[src/sv/trts_pkg.sv]
// Types, constants and helper functions for the TFTP read transfer sender.
// No dependencies; used by trts_step, the top level and the checker.
`timescale 1ns / 1ps

package trts_pkg;

  localparam int BLOCK_BYTES = 512;

  localparam int OP_W    = 2;
  localparam int BLK_W   = 16;
  localparam int OFF_W   = 25;
  localparam int LEN_W   = 10;
  localparam int RETRY_W = 8;
  localparam int TICK_W  = 16;
  localparam int PHASE_W = 2;
  localparam int KIND_W  = 2;
  localparam int CFG_ADDR_W = 2;
  localparam int CFG_DATA_W = 25;

  // input item kinds
  localparam logic [OP_W-1:0] OP_START = 2'd0;
  localparam logic [OP_W-1:0] OP_TICK  = 2'd1;
  localparam logic [OP_W-1:0] OP_ACK   = 2'd2;

  // packet kinds
  localparam logic [KIND_W-1:0] KIND_NONE  = 2'd0;
  localparam logic [KIND_W-1:0] KIND_DATA  = 2'd1;
  localparam logic [KIND_W-1:0] KIND_ERROR = 2'd2;

  // phase codes as reported on the result
  localparam logic [PHASE_W-1:0] PHASE_IDLE = 2'd0;
  localparam logic [PHASE_W-1:0] PHASE_WAIT = 2'd1;
  localparam logic [PHASE_W-1:0] PHASE_DONE = 2'd2;
  localparam logic [PHASE_W-1:0] PHASE_FAIL = 2'd3;

  // configuration register indexes
  localparam logic [CFG_ADDR_W-1:0] REG_FILE_SIZE     = 2'd0;
  localparam logic [CFG_ADDR_W-1:0] REG_MAX_RETRIES   = 2'd1;
  localparam logic [CFG_ADDR_W-1:0] REG_TIMEOUT_TICKS = 2'd2;

  localparam logic [RETRY_W-1:0] MAX_RETRIES_RST   = 8'd5;
  localparam logic [TICK_W-1:0]  TIMEOUT_TICKS_RST = 16'd5;

  typedef enum logic [3:0] {
    PH_IDLE = 4'b0001,
    PH_WAIT = 4'b0010,
    PH_DONE = 4'b0100,
    PH_FAIL = 4'b1000
  } phase_t;

  typedef struct packed {
    logic [OFF_W-1:0]   file_size;
    logic [RETRY_W-1:0] max_retries;
    logic [TICK_W-1:0]  timeout_ticks;
  } cfg_t;

  typedef struct packed {
    logic [BLK_W-1:0]   cur_block;
    logic [BLK_W-1:0]   acked_block;
    logic [LEN_W-1:0]   cur_len;
    logic [RETRY_W-1:0] retry_cnt;
    logic [TICK_W-1:0]  ticks;
    phase_t             phase;
  } state_t;

  typedef struct packed {
    logic [KIND_W-1:0]  send_kind;
    logic [BLK_W-1:0]   block_number;
    logic [OFF_W-1:0]   byte_offset;
    logic [LEN_W-1:0]   payload_len;
    logic               retransmit;
    logic               ack_matched;
    logic [PHASE_W-1:0] phase;
  } result_t;

  // file offset of a block: ((blk - 1) mod 2^16) * BLOCK_BYTES, kept to OFF_W bits
  function automatic logic [OFF_W-1:0] blk_offset(input logic [BLK_W-1:0] blk);
    logic [BLK_W-1:0] idx;
    logic [31:0]      prod;
    idx  = blk - BLK_W'(1);
    prod = 32'(idx) * 32'(BLOCK_BYTES);
    return prod[OFF_W-1:0];
  endfunction

  // payload length given a block offset: BLOCK_BYTES, the remainder, or zero past the end of the file
  function automatic logic [LEN_W-1:0] blk_len(input logic [OFF_W-1:0] off,
                                               input logic [OFF_W-1:0] fsize);
    logic [OFF_W-1:0] rem;
    rem = fsize - off;
    if (fsize <= off) return '0;
    else if (rem < OFF_W'(BLOCK_BYTES)) return rem[LEN_W-1:0];
    else return LEN_W'(BLOCK_BYTES);
  endfunction

  function automatic logic [PHASE_W-1:0] phase_code(input phase_t ph);
    logic [PHASE_W-1:0] code;
    unique case (ph)
      PH_IDLE: code = PHASE_IDLE;
      PH_WAIT: code = PHASE_WAIT;
      PH_DONE: code = PHASE_DONE;
      PH_FAIL: code = PHASE_FAIL;
      default: code = PHASE_IDLE;
    endcase
    return code;
  endfunction

endpackage

[src/sv/trts_step.sv]
// Next-state and result logic for one event of the TFTP read sender.
// Depends on trts_pkg.
`timescale 1ns / 1ps

module trts_step (
  input  trts_pkg::cfg_t                cfg,
  input  trts_pkg::state_t              st,
  input  logic [trts_pkg::OP_W-1:0]     op,
  input  logic                          open_ok,
  input  logic [trts_pkg::BLK_W-1:0]    ack_block,
  output trts_pkg::state_t              st_nxt,
  output trts_pkg::result_t             res
);

  logic [trts_pkg::BLK_W-1:0]  new_blk;
  logic [trts_pkg::OFF_W-1:0]  new_off;
  logic [trts_pkg::LEN_W-1:0]  new_len;
  logic [trts_pkg::OFF_W-1:0]  cur_off;
  logic [trts_pkg::TICK_W-1:0] ticks_inc;
  logic                        in_wait;

  assign in_wait   = (st.phase == trts_pkg::PH_WAIT);
  assign new_blk   = (op == trts_pkg::OP_START) ? trts_pkg::BLK_W'(1)
                                                : st.cur_block + trts_pkg::BLK_W'(1);
  assign new_off   = trts_pkg::blk_offset(new_blk);
  assign new_len   = trts_pkg::blk_len(new_off, cfg.file_size);
  assign cur_off   = trts_pkg::blk_offset(st.cur_block);
  assign ticks_inc = (st.ticks != '1) ? st.ticks + trts_pkg::TICK_W'(1) : st.ticks;

  always_comb begin
    st_nxt = st;
    res    = '0;
    unique case (op)
      trts_pkg::OP_START: begin
        if (st.phase == trts_pkg::PH_IDLE) begin
          if (!open_ok) begin
            res.send_kind = trts_pkg::KIND_ERROR;
            st_nxt.phase  = trts_pkg::PH_FAIL;
          end else begin
            st_nxt.acked_block = '0;
            st_nxt.cur_block   = new_blk;
            st_nxt.cur_len     = new_len;
            st_nxt.retry_cnt   = '0;
            st_nxt.ticks       = '0;
            st_nxt.phase       = trts_pkg::PH_WAIT;
            res.send_kind      = trts_pkg::KIND_DATA;
            res.block_number   = new_blk;
            res.byte_offset    = new_off;
            res.payload_len    = new_len;
          end
        end
      end
      trts_pkg::OP_ACK: begin
        if (in_wait) begin
          st_nxt.retry_cnt = '0;
          if (ack_block == st.cur_block) begin
            st_nxt.acked_block = ack_block;
            res.ack_matched    = 1'b1;
          end
        end
      end
      trts_pkg::OP_TICK: begin
        if (in_wait) begin
          st_nxt.ticks = ticks_inc;
          priority if (st.retry_cnt >= cfg.max_retries) begin
            st_nxt.phase = trts_pkg::PH_FAIL;
          end else if (st.acked_block == st.cur_block) begin
            if (st.cur_len < trts_pkg::LEN_W'(trts_pkg::BLOCK_BYTES)) begin
              st_nxt.phase = trts_pkg::PH_DONE;
            end else begin
              st_nxt.cur_block = new_blk;
              st_nxt.cur_len   = new_len;
              st_nxt.retry_cnt = '0;
              st_nxt.ticks     = '0;
              res.send_kind    = trts_pkg::KIND_DATA;
              res.block_number = new_blk;
              res.byte_offset  = new_off;
              res.payload_len  = new_len;
            end
          end else if (ticks_inc >= cfg.timeout_ticks) begin
            if (st.retry_cnt != '1) st_nxt.retry_cnt = st.retry_cnt + trts_pkg::RETRY_W'(1);
            st_nxt.ticks     = '0;
            res.send_kind    = trts_pkg::KIND_DATA;
            res.block_number = st.cur_block;
            res.byte_offset  = cur_off;
            res.payload_len  = st.cur_len;
            res.retransmit   = 1'b1;
          end else begin
            st_nxt.ticks = ticks_inc;
          end
        end
      end
      default: begin
        st_nxt = st;
      end
    endcase
    res.phase = trts_pkg::phase_code(st_nxt.phase);
  end

endmodule

[src/sv/tftp_read_transfer_sender.sv]
// The result of an accepted input transfer is registered in the output register.
// Throughput: 1 transfer per cycle; in_tready stays high while the output register is
// empty or being drained, so input and output overlap with no bubble.
// Reset (rst_n low, synchronous): phase idle, all counters zero, config registers to
// file_size 0, max_retries 5, timeout_ticks 5, output register empty.
// Depends on trts_pkg and trts_step.
`timescale 1ns / 1ps

module tftp_read_transfer_sender (
  input  logic        clk,
  input  logic        rst_n,
  // config write port
  input  logic                                 cfg_we,
  input  logic [trts_pkg::CFG_ADDR_W-1:0]      cfg_addr,
  input  logic [trts_pkg::CFG_DATA_W-1:0]      cfg_wdata,
  // event input
  input  logic        in_tvalid,
  output logic        in_tready,
  input  logic [23:0] in_tdata,   // [0] open_ok, [16:1] ack_block, [23:17] zero
  input  logic [1:0]  in_tuser,   // [1:0] op
  // packet result
  output logic        out_tvalid,
  input  logic        out_tready,
  output logic [55:0] out_tdata,  // [15:0] block_number, [40:16] byte_offset,
                                  // [50:41] payload_len, [51] retransmit,
                                  // [52] ack_matched, [54:53] phase, [55] zero
  output logic [1:0]  out_tuser   // [1:0] send_kind
);

  trts_pkg::cfg_t    cfg_r;
  trts_pkg::state_t  st_r;
  trts_pkg::state_t  st_nxt;
  trts_pkg::result_t res_nxt;
  trts_pkg::result_t res_r;
  logic              out_valid_r;
  logic              in_xfer;

  // Output register is the only buffer: take a new transfer whenever it is free
  // or being taken this cycle.
  assign in_tready = !out_valid_r || out_tready;
  assign in_xfer   = in_tvalid && in_tready;

  // Config registers; the user must write them only while the block is quiet, the block itself does not enforce this.
  always_ff @(posedge clk) begin
    if (!rst_n) begin
      cfg_r.file_size     <= '0;
      cfg_r.max_retries   <= trts_pkg::MAX_RETRIES_RST;
      cfg_r.timeout_ticks <= trts_pkg::TIMEOUT_TICKS_RST;
    end else if (cfg_we) begin
      unique case (cfg_addr)
        trts_pkg::REG_FILE_SIZE:     cfg_r.file_size     <= cfg_wdata;
        trts_pkg::REG_MAX_RETRIES:   cfg_r.max_retries   <= cfg_wdata[trts_pkg::RETRY_W-1:0];
        trts_pkg::REG_TIMEOUT_TICKS: cfg_r.timeout_ticks <= cfg_wdata[trts_pkg::TICK_W-1:0];
        default: ;  // unused index, write dropped
      endcase
    end
  end

  // All event handling is combinational off the state register.
  trts_step u_step (
    .cfg       (cfg_r),
    .st        (st_r),
    .op        (in_tuser),
    .open_ok   (in_tdata[0]),
    .ack_block (in_tdata[16:1]),
    .st_nxt    (st_nxt),
    .res       (res_nxt)
  );

  // Transfer state advances once per accepted input transfer.
  always_ff @(posedge clk) begin
    if (!rst_n) begin
      st_r.cur_block   <= '0;
      st_r.acked_block <= '0;
      st_r.cur_len     <= '0;
      st_r.retry_cnt   <= '0;
      st_r.ticks       <= '0;
      st_r.phase       <= trts_pkg::PH_IDLE;
    end else if (in_xfer) begin
      st_r <= st_nxt;
    end
  end

  // Output register: every event yields exactly one result.
  always_ff @(posedge clk) begin
    if (!rst_n) begin
      out_valid_r <= 1'b0;
    end else if (in_xfer) begin
      out_valid_r <= 1'b1;
    end else if (out_tready) begin
      out_valid_r <= 1'b0;
    end
  end

  always_ff @(posedge clk) begin
    if (in_xfer) res_r <= res_nxt;
  end

  assign out_tvalid = out_valid_r;
  assign out_tuser  = res_r.send_kind;
  assign out_tdata  = {1'b0, res_r.phase, res_r.ack_matched, res_r.retransmit,
                       res_r.payload_len, res_r.byte_offset, res_r.block_number};

endmodule

[config.mk]
export PLATFORM = sky130hd
export DESIGN_NAME = tftp_read_transfer_sender
export DESIGN_NICKNAME = d
export VERILOG_FILES = /design/src/sv/trts_pkg.sv /design/src/sv/trts_step.sv /design/src/sv/tftp_read_transfer_sender.sv
export SDC_FILE = /design/constraint.sdc
export NUM_CORES = 1
export LEC_CHECK = 0
export BUFFER_PORTS_ARGS = -buffer_cell sky130_fd_sc_hd__buf_2
export CAP_MARGIN = 30
export CORE_ASPECT_RATIO = 1.1
export CORE_UTILIZATION = 35
export DETAILED_ROUTE_END_ITERATION = 10
export SYNTH_ARGS = -nofsm -noshare
export SYNTH_HDL_FRONTEND = slang
export SYNTH_SLANG_ARGS = --single-unit
[constraint.sdc]
create_clock -name clk -period 4.67 [get_ports clk]
set_input_delay 0.2335 -clock clk [delete_from_list [all_inputs] [get_ports clk]]
set_output_delay 0.2335 -clock clk [all_outputs]
set_load 0.05 [all_outputs]
==> impl_results.md, run 1 <==
- Routed vias/inst: 5.33
- Largest family of logic cells by synthesized area: simple AND/OR/NAND/NOR gates
- Fin Hold WS: 0.0289 ns
- Main area contributors after synthesis: dfxtp_1 (23%), edfxtp_1 (14%), nand2_1 (6.8%), ha_1 (6.0%), a21oi_1 (5.8%)
- Endpoint type of the worst setup path: register
- Nets: 1,447
- Kind of critical path: register to register
- Post-route cell area: 12,000 um2
- Clock slew at reported path FFs: 0.07 ns
- Share of Yosys cell area claimed by the top area cell type: 23.4%
- GRT met3 Usage: 2.83%
- DP HPWL: between 20,000 and 25,000 um
- H-tree Lvls: 4
- MaxCap Viol Count: 0
- Worst Tran Pin Value: 0.950 ns
- Die area: 30,000 um2
- GR Util met1: 25.6%
- Total Routing Usage GR: roughly 20%
- Total power draw: 0.00355 W
- Power per cell area: 295 nW/um2
- Post-layout min period: 4.41 ns
- Post-synth top area cell: dfxtp_1
- Synthesized cell area: 10,300 um2
- Pins Over Slew Limit: 0
- Drt pass-1 iters: 5
- R2r worst-path depth: 16
- Synth Register Bits: approximately 170
- Worst EP arrival: 4.60 ns
- Post-Synth Adder-Cell Area: 6.17%
- Complex-gate fraction of the synthesized area: approximately 17%
- R2R Setup Slk: 0.26 ns
- Count of cell types in the netlist: 79
- Num CTS Buffers: 17
- Grt total ovfl: 0
- Clk_skew: 0.0144 ns
- Worst vdd ir: ~0.18 mV
- Leak pwr: between 4 and 5 nW
- Fmax: 227 MHz
- I/O pins: 118
- Reg2Reg Capture Point: out_tdata[50]
- Vias: 9,161
- Mapped Cells: 1,237
- Worst setup SP type: register
- CTS tree: built
- Utilization after layout: between 40% and 50%
- Core ar.: 28,700 um2
- Final period util: 94.5%
- Ant diodes: 0
- Final hold viol count: 0
- Hold crit path type: input port to register
- Grt met2 use: 33.3%
- Async set-reset flop share out of synthesis: 0%
- R2R Path Start: st_r[54]
- Placed instance area: 11,300 um2
- Clock Root Buffer: clkbuf_16
- Status: completed
- Die Y: between 150 and 200 um
- # port buffers: 100
- Initial antenna violation count: 0
- Number of synthesized flops with an enable pin: 48
- Die width: 165 um
- Worst Hold Depth: 3
- CTS max path bufs: 2
- WL final: between 20,000 and 30,000 um
- Setup Viol. Count Final: 0
- Syn-to-layout area delta: 17.1%
- Synth Warn #: 0
- DR iter-0 viols: 530
- Slew headroom: ~36%
- Row Count: 65
- Worst hold endpoint: cfg_r[45]
- Starting Density: between 30% and 40%
- Top_reg_cell synth: dfxtp_1
- Worst-skew pair later-pin latency: 0.43 ns
- Post-route ant nets: 0
- Sum of negative setup slack: 0 ns
- RePlAce Congestion: approximately 0.93
- Layout cells sized above 1: 18.2%
- Vias in the first global route: between 8,000 and 9,000
- Routed wire per std cell: 16.8 um
- GRT Max-Usage Layer: met2
- Commonest non-fill, non-tap cell in the layout: nand2_1
- Post-synthesis sequential area ratio: 37.5%
- Sink Count: 168
- Syn avg cell area: approximately 8.3 um2
- Post-Synth XOR/XNOR Area: 7.16%
- Post-synthesis mux area share: 2.10%
- Crit-path max FO: 20
- DRC Markers: 0
- Worst hold start: cfg_wdata[21]
- Required @ worst endpoint: 4.85 ns
- Pin count of the biggest net entering global routing: 55
- Most frequent cells in the layout: nand2_1 (185), a21oi_1 (118), dfxtp_1 (118)
- First-pass GRT wire length: 45,900 um
- Synth Area in Simple Gates: 23.2%
## worst max-delay path by stage
stage | end | slack, ns | cells past startpoint | start
finish | out_tdata[50] | 0.26 | 16 | st_r[54]
global route | out_tdata[50] | -0.002 | 20 | st_r[54]
CTS | out_tdata[50] | 0.01 | 16 | st_r[54]
detailed placement | out_tdata[50] | 0.06 | 16 | st_r[54]
global placement | out_tdata[50] | 0.08 | 16 | st_r[54]
floorplan | out_tdata[50] | 0.23 | 22 | in_tuser[0]
## cells in the mapped netlist, types with 11 or more instances
cell	n
nor3_1	16
buf_2	20
mux2i_1	17
clkbuf_1	41
o21ai_0	43
xnor2_1	57
inv_1	60
nand4_1	24
a31oi_1	11
buf_4	17
nand2b_1	26
edfxtp_1	48
nand3_1	72
ha_1	49
a21oi_1	118
nor4_1	16
nand2_1	185
a211oi_1	13
nor2_1	82
xor2_1	25
dfxtp_1	120
## final cells by class
type | count | area, um2
clock buffer | 22 | 464
clock inverter | 10 | 118
fill | 2912 | 16700
inverter | 60 | 225
multi-input combinational | 931 | 5920
sequential | 168 | 3850
tap | 368 | 460
timing repair buffer | 161 | 975
## metrics by stage
| step | worst slack [ns] | instances |
|---|---|---|
| detailed placement | 0.0615 | 1687 |
| global route | -0.00197 | 1720 |
| CTS | 0.0143 | 1719 |
| global placement | 0.0799 | 1687 |
| finish | 0.256 | 1720 |
| floorplan | 0.231 | 1246 |
## repair_timing
action / 4_1_cts / 5_1_grt
hold buffers: 0 / 0
buffers inserted: 0 / 1
setup endpoints to repair: 0 / 20
gates resized for setup: 0 / 26
endpoints found under the hold margin: 0 / 0
## state kept, by name (all words and copies together) (netlist names)
name        cells
cfg_r          49
st_r           70
out_tdata      46
out_tuser       2
out_tvalid      1
## critical path, stage by stage, from the launching register on
cell	delay, ns
dfxtp_2	0.40
ha_1	0.19
nand2_1	0.15
or4_1	0.49
a21oi_4	0.27
buf_4	0.19
nor4_4	0.05
xnor2_1	0.29
ha_1	0.31
o21ai_0	0.26
a211oi_1	0.14
a2111oi_1	0.38
nand3_1	0.18
a2111oi_4	0.31
o2111ai_2	0.18
buf_6	0.20
a22o_1	0.20
## layer usage
metal | routed length (um) | up-vias
li1 | - | 4537
met1 | 13000 | 4357
met2 | 14000 | 223
met3 | 1220 | 44
met4 | 627 | 0
met5 | 0 | -
## kinds of logic after synthesis
family,after synthesis
AOI/OAI and AO/OA,282
and+or+nand+nor,485
other,1
xor gates and xnor gates,83
buffers and inverters,147
adders and majority gates,50
DFF,168
muxes,21
## report_power, final
group | switching (W) | total [W] | internal (W)
clock | 0.000600 | 0.00142 | 0.000819
combinational | 0.000386 | 0.000572 | 0.000186
sequential | 0.0000199 | 0.00156 | 0.00154
total | 0.00101 | 0.00355 | 0.00254
(Power assumes the default switching activity.)
==> inputs of run 2 (changes only) <==
--- a/config.mk
+++ b/config.mk
@@ -12,4 +12,5 @@
 export DETAILED_ROUTE_END_ITERATION = 10
 export SYNTH_ARGS = -nofsm -noshare
 export SYNTH_HDL_FRONTEND = slang
+export SYNTH_HIERARCHICAL = 1
 export SYNTH_SLANG_ARGS = --single-unit
==> run 2 against run 1 <==
Compared with the run above:
- sequential cell count rose by 9
- routed wire length rose by 16%
- final cell count rose by 19%
- critical path type unchanged
- area after synthesis rose by 17%
- worst setup slack got worse by 0.23 ns
- global-route usage fell by 0.52 points
- combinational power rose by 23%
- critical path depth rose by 5
- power rose by 6.9%
- synthesized cell count rose by 16%
==> impl_results.md, run 2 <==
- Clock Root Buffer: clkbuf_16
- Die Y: 196 um (+7.9%)
- R2R Path Start: st_r[56]
- Share of Yosys cell area claimed by the top area cell type: 20.1% (-3.3 points)
- Status: completed
- First-pass GRT wire length: 52,600 um (+15%)
- Number of flip-flops in the largest register: 70 (unchanged)
- Placed instance area: 13,300 um2 (+18%)
- Critical Path Max Stage Delay: 0.38 ns (-0.11 ns)
- Synthesized cell area: 12,000 um2 (+17%)
- Delay-heaviest family, CP: simple AND/OR/NAND/NOR gates
- Clk_skew: 0.0123 ns (-0.00215 ns)
- Async set-reset flop share out of synthesis: 0% (unchanged)
- Setup Viol. Count Final: 0 (unchanged)
- Core ar.: 33,500 um2 (+17%)
- Count of cell types in the netlist: 87 (+10%)
- DP HPWL: 24,300 um (+13%)
- CP Buf/Inv Count: 6 (+4)
- DRC Markers: 0 (unchanged)
- Vias in the first global route: 10,125 (+17%)
- Worst EP arrival: 4.95 ns (+0.35 ns)
- Post-route ant nets: 0 (unchanged)
- Most flop-heavy register: st_r
- Synth Warn #: 6 (+6)
- Final hold viol count: 0 (unchanged)
- Crit path capture: out_tdata[49]
- Nets: 1,702 (+18%)
- Die area: 34,900 um2 (+16%)
- H-tree Lvls: 4 (unchanged)
- Dpl cells: 1,992 (+18%)
- Syn avg cell area: 8.31 um2 (+0.21%)
- Ant diodes: 0 (unchanged)
- Kind of critical path: register to register
- Crit. path cell count: 21 (+5)
- Row Count: 70 (+7.7%)
- Initial antenna violation count: 0 (unchanged)
- Fin Hold WS: 0.0450 ns (+0.0161 ns)
- Syn-to-layout area delta: 20.0%
- Worst setup SP type: register
- I/O pins: 118 (unchanged)
- R2r worst-path depth: 21 (+5)
- Pins Over Slew Limit: 0 (unchanged)
- Crit-path max FO: 8 (-60%)
- Most frequent CP cell: buf_4
- Main area contributors after synthesis: dfxtp_1 (20%), edfxtp_1 (14%), nand2_1 (8.8%), mux2i_1 (6.2%), ha_1 (4.7%)
- Starting Density: 35.8% (about the same)
- # port buffers: 109 (+9.0%)
- Worst Setup SP: st_r[56]
- Hold crit path type: input port to register
- Number of synthesized flops with an enable pin: 57 (+19%)
- Leak pwr: 5.84 nW (+27%)
- Layout cells sized above 1: 22.4% (+4.2 points)
- Post-route cell area: 14,400 um2 (+20%)
- Die width: 178 um (+7.9%)
- Vias: 10,723 (+17%)
- Routed vias/inst: 5.25 (-1.5%)
- Synth Register Bits: 177 (+5.4%)
- Most frequent cells after synthesis: nand2_1 (282), dfxtp_1 (120), o21ai_0 (84)
- Commonest non-fill, non-tap cell in the layout: nand2_1
- Endpoint type of the worst setup path: register
- DR iter-0 viols: 722 (+36%)
- Post-synth top area cell: dfxtp_1
- Final period util: 99.5% (+5.0 points)
- CP max-delay cell: dfxtp_4
- Fmax: 215 MHz (-5.0%)
- Utilization after layout: 42.9% (+1.1 points)
- Pin count of the biggest net entering global routing: 104 (+89%)
- Top_reg_cell synth: dfxtp_1
- Num CTS Buffers: 17 (unchanged)
- MaxCap Viol Count: 0 (unchanged)
- Routed wire per std cell: 16.4 um (-2.5%)
- Reg2Reg Capture Point: out_tdata[49]
- Final std cells w/o fill: 2,043 (+19%)
- Worst Tran Pin Value: 1.00 ns (+0.0535 ns)
- Total power draw: 0.00379 W (+6.9%)
- Total Routing Usage GR: 19.1% (-0.52 points)
- Count leader, synth: nand2_1
- R2R Setup Slk: 0.02 ns (-0.23 ns)
- Post-layout min period: 4.65 ns (+0.234 ns)
- Sink Count: 177 (+5.4%)
- Power per cell area: 264 nW/um2 (-11%)
- Worst vdd ir: 0.257 mV (+46%)
- Drt pass-1 iters: 5 (unchanged)
- CTS tree: built
- WL final: 33,400 um (+16%)
- Worst path cell trace: buf_4 > and4_1 > and2_1 > nand3_1 > xor2_1 > nor2_1 > buf_4 > xor2_1 > ha_1 > and2_1 > and3_4 > a221o_1 > xnor2_2 > a2111oi_4 > a21bo_2 > nor3_4 > buf_6 > buf_12 > buf_4 > buf_6 > a22o_1
- Worst-skew pair later-pin latency: 0.44 ns (about the same)
- CTS max path bufs: 2 (unchanged)
- Post-synthesis sequential area ratio: 34.4% (-3.1 points)
- Slew headroom: 32.9% (-3.5 points)
- Grt total ovfl: 0 (unchanged)
- Clock slew at reported path FFs: 0.07 ns (about the same)
- Required @ worst endpoint: 4.98 ns (+0.13 ns)
- RePlAce Congestion: 0.873 (-5.7%)
- Most frequent cells in the layout: nand2_1 (281), dfxtp_1 (116), buf_4 (115)
- Mapped Cells: 1,440 (+16%)
- RSZ-0062 raised after global routing: true
- Hold_buf cts: 0 (unchanged)
[run 2: cell families after synthesis]
logic type | count (synthesis) | synth area share (%)
AOI/OAI and AO/OA | 304 | 17.4
xor gates and xnor gates | 84 | 6.15
DFF | 177 | 34.4
and+or+nand+nor | 601 | 24.2
adders and majority gates | 46 | 4.87
muxes | 75 | 6.29
other | 2 | 0.0628
buffers and inverters | 151 | 6.66
[run 2: repair_timing]
item / in CTS / in global routing
setup endpoints to repair: 20 / 35
buffers inserted: 5 / 14
gates resized for setup: 20 / 42
pin swaps: 5 / 23
gates cloned: 1 / 0
[run 2: worst min-delay path by stage]
stage / start / slack, ns / cells past startpoint / endpoint
2_1_floorplan: cfg_wdata[0] / 0.36 / 2 / cfg_r[0]
3_3_place_gp: cfg_r[33] / 0.45 / 2 / cfg_r[33]
3_5_place_dp: cfg_r[33] / 0.45 / 2 / cfg_r[33]
4_1_cts: cfg_wdata[24] / 0.03 / 3 / cfg_r[48]
5_1_grt: cfg_wdata[24] / 0.03 / 3 / cfg_r[48]
6_report: cfg_wdata[16] / 0.05 / 3 / cfg_r[40]
[run 2: metrics by stage]
stage / TNS [ns] / setup slack (ns)
finish: 0 / 0.0228
global route: -2.05 / -0.221
CTS: 0 / 0.00413
detailed placement: -1.37 / -0.143
global placement: -0.256 / -0.0274
floorplan: 0 / 0.0300
[run 2: cell type report]
class                   instances  area (um2)
flip-flops and latches        177        4130
multi-input cells            1120        7350
clock buffers                  20         437
clock inverters                12         133
repair buffers                234        1590
well taps                     432         541
inverters                      48         180
fillers                      3381       19100
[run 2: per-layer routing]
metal / share of wire [%] / global-route usage [%] / wire length (um)
met1: 45 / 24.3 / 15200
met2: 49 / 33.1 / 16500
met3: 3.5 / 2.83 / 1160
met4: 1.7 / 5.71 / 571
met5: 0 / 0 / 0
[run 2: tightest hold or removal path: cells and delay by family]
family,cells,cell delay [ns]
buffers and inverters,1,0.10
and+or+nand+nor,1,0.06
AOI/OAI and AO/OA,1,0.04
[run 2: where the power goes]
group,internal [W],leakage [nW],switching (W)
combinational,0.000261,4.03,0.000442
clock,0.000791,0.264,0.000647
sequential,0.00163,1.54,0.0000214
total,0.00268,5.84,0.00111
==> inputs of run 3 (changes only) <==
==> constraint.sdc (replaced) <==
create_clock -name clk -period 4.06 [get_ports clk]
set_input_delay 0.203 -clock clk [delete_from_list [all_inputs] [get_ports clk]]
set_output_delay 0.203 -clock clk [all_outputs]
set_load 0.05 [all_outputs]
==> run 3 against run 2 <==
Compared with the run above:
- combinational power up 27%
- critical endpoint is now st_r[35]
- critical path depth up 3
- critical path type unchanged
- global-route usage up 0.98 points
- clock power up 15%
- the flow now finishes with violations (setup timing)
- first-iteration DRC count up 7.9%
- sequential power up 15%
==> impl_results.md, run 3 (synthesis results as in run 2) <==
- Status: complete, but fails checks
- Failing checks: setup timing
- Final period util: 112% (+12 points)
- Setup Viol. Count Final: 20 (+20)
- Clk_skew: 0.0166 ns (+0.00437 ns)
- Layout cells sized above 1: 29.0% (+6.6 points)
- # port buffers: 109 (unchanged)
- Post-route ant nets: 0 (unchanged)
- Core ar.: 33,500 um2 (unchanged)
- Clock slew at reported path FFs: 0.07 ns (about the same)
- Routed vias/inst: 5.25 (about the same)
- Sink Count: 177 (unchanged)
- Clock power frac: 37.3% (-0.7 points)
- Grt total ovfl: 0 (unchanged)
- RePlAce Congestion: 0.890 (+2.0%)
- CTS tree: built
- Total power draw: 0.00445 W (+17%)
- Grt met2 use: 34.3% (+1.2 points)
- Kind of critical path: register to register
- Total Routing Usage GR: 20.1% (+0.98 points)
- Number of flip-flops in the largest register: 70 (unchanged)
- MaxCap Viol Count: 0 (unchanged)
- Final std cells w/o fill: 2,137 (+4.6%)
- RSZ-0062 raised after global routing: true
- Power per cell area: 290 nW/um2 (+9.9%)
- Ant diodes: 0 (unchanged)
- Post-layout min period: 4.54 ns (-0.108 ns)
- Worst Tran Pin Value: 0.961 ns (-0.0422 ns)
- Most flop-heavy register: st_r
- Sum of negative setup slack: -8.58 ns (-8.58 ns)
- Die Y: 196 um (unchanged)
- I/O pins: 118 (unchanged)
- Fmax: 220 MHz (+2.4%)
- Pins Over Slew Limit: 0 (unchanged)
- Vias in the first global route: 10,567 (+4.4%)
- Post-route worst setup slack: -0.479 ns (-0.502 ns)
- Starting Density: 35.8% (unchanged)
- Worst setup SP type: register
- Clock Root Buffer: clkbuf_16
- First-pass GRT wire length: 55,000 um (+4.5%)
- Worst-skew pair later-pin latency: 0.45 ns (about the same)
- Die width: 178 um (unchanged)
- Vias: 11,210 (+4.5%)
- Power Internal: 0.00309 W (+15%)
- DP HPWL: 26,000 um (+6.9%)
- Routed wire per std cell: 16.5 um (+0.96%)
- Worst vdd ir: 0.264 mV (+2.5%)
- Post-route cell area: 15,300 um2 (+6.8%)
- Required @ worst endpoint: 4.44 ns (-0.54 ns)
- Dpl cells: 2,073 (+4.1%)
- Hold crit path type: input port to register
- Logic pwr share: 20.0% (+1.5 points)
- Most frequent cells in the layout: nand2_1 (281), buf_4 (195), dfxtp_1 (112)
- DR iter-0 viols: 779 (+7.9%)
- Num CTS Buffers: 17 (unchanged)
- GRT met3 Usage: 3.00% (+0.17 points)
- Commonest non-fill, non-tap cell in the layout: nand2_1
- Syn-to-layout area delta: 28.2%
- GRT Max-Usage Layer: met2
- Initial antenna violation count: 0 (unchanged)
- DRC Markers: 0 (unchanged)
- GR Util met1: 25.4% (+1.0 points)
- WL final: 35,300 um (+5.6%)
- Endpoint type of the worst setup path: register
- Slew headroom: 35.7% (+2.8 points)
- Drt pass-1 iters: 7 (+2)
- Leak pwr: 6.40 nW (+9.5%)
- Final hold viol count: 0 (unchanged)
- Sw power: 0.00135 W (+22%)
- Crit-path max FO: 8 (unchanged)
- Die area: 34,900 um2 (unchanged)
- Switch share: 30.4% (+1.1 points)
- Worst EP arrival: 4.92 ns (-0.03 ns)
- H-tree Lvls: 4 (unchanged)
- Seq pwr share: 42.7% (-0.8 points)
- Nets: 1,796 (+5.5%)
- Placed instance area: 14,000 um2 (+5.0%)
- Row Count: 70 (unchanged)
- CTS max path bufs: 2 (unchanged)
- DP Worst Slack: -0.670 ns (-0.527 ns)
- Pin count of the biggest net entering global routing: 122 (+17%)
==> run 3: cell types whose count changed in the layout (fill, tap and decap cells not counted), moves of 4 or more <==
cell	delta
buf_4	+80
buf_6	+8
dfxtp_2	+6
dlygate4sd3_1	+6
nor2_1	-5
o21ai_0	-5
a21oi_1	-4
a21oi_2	+4
and2_1	-4
dfxtp_1	-4
==> run 3: repair_timing <==
action	4_1_cts	5_1_grt
gates resized for setup	44	69
endpoints found under the setup margin	31	76
pin swaps	14	46
hold buffers	6	0
setup buffers	14	13
endpoints found under the hold margin	6	0
==> run 3: layout make-up <==
type / count / area [um2]
clock buffers: 19 / 464
flip-flops and latches: 177 / 4130
repair buffers: 328 / 2320
inverters: 48 / 180
clock inverters: 13 / 111
multi-input cells: 1120 / 7590
fillers: 3369 / 18100
well taps: 432 / 541
==> run 3: worst max-delay path: stages, from the launching register on <==
cell	delay [ns]
dfxtp_4	0.38
ha_4	0.17
buf_6	0.11
nand3_4	0.08
xor2_1	0.20
nor2_2	0.10
nor4_4	0.26
buf_4	0.20
nand3_4	0.09
buf_6	0.14
nor2_4	0.11
xnor2_2	0.16
ha_1	0.30
nor2b_4	0.14
and2_4	0.14
or4_4	0.48
nor4_2	0.23
and4_1	0.26
nand4_4	0.12
nor3_4	0.23
buf_12	0.14
buf_6	0.12
a22o_1	0.12
nand2_1	0.04
mux2i_1	0.15
==> run 3: worst paths after layout <==
path,cells past startpoint,slack (ns),from,end
hold reg to reg,2,0.46,cfg_r[33],cfg_r[33]
setup / recovery,24,-0.48,st_r[55],st_r[35]
setup reg to reg,24,-0.48,st_r[55],st_r[35]
hold / removal,3,0.02,cfg_wdata[18],cfg_r[42]
==> run 3: stage by stage <==
step           util, %  hold WS [ns]
3_3_place_gp      41.8         0.448
6_report          45.8        0.0201
4_1_cts           44.7       0.00523
3_5_place_dp      41.8         0.449
2_1_floorplan        -         0.328
5_1_grt           45.8        0.0229
==> run 3: power groups by stage <==
stage	clock, W	sequential, W	combinational (W)
2_1_floorplan	0	0.00204	0.000446
3_3_place_gp	0	0.00194	0.000821
3_5_place_dp	0	0.00194	0.000815
4_1_cts	0.00171	0.00190	0.000857
5_1_grt	0.00177	0.00190	0.000960
6_report	0.00166	0.00190	0.000891
==> run 3: metal layers <==
layer	share of wire, %	wire length (um)
met3	4.0	1400
met4	2.7	967
met5	0	0
met1	44	15600
met2	49	17300
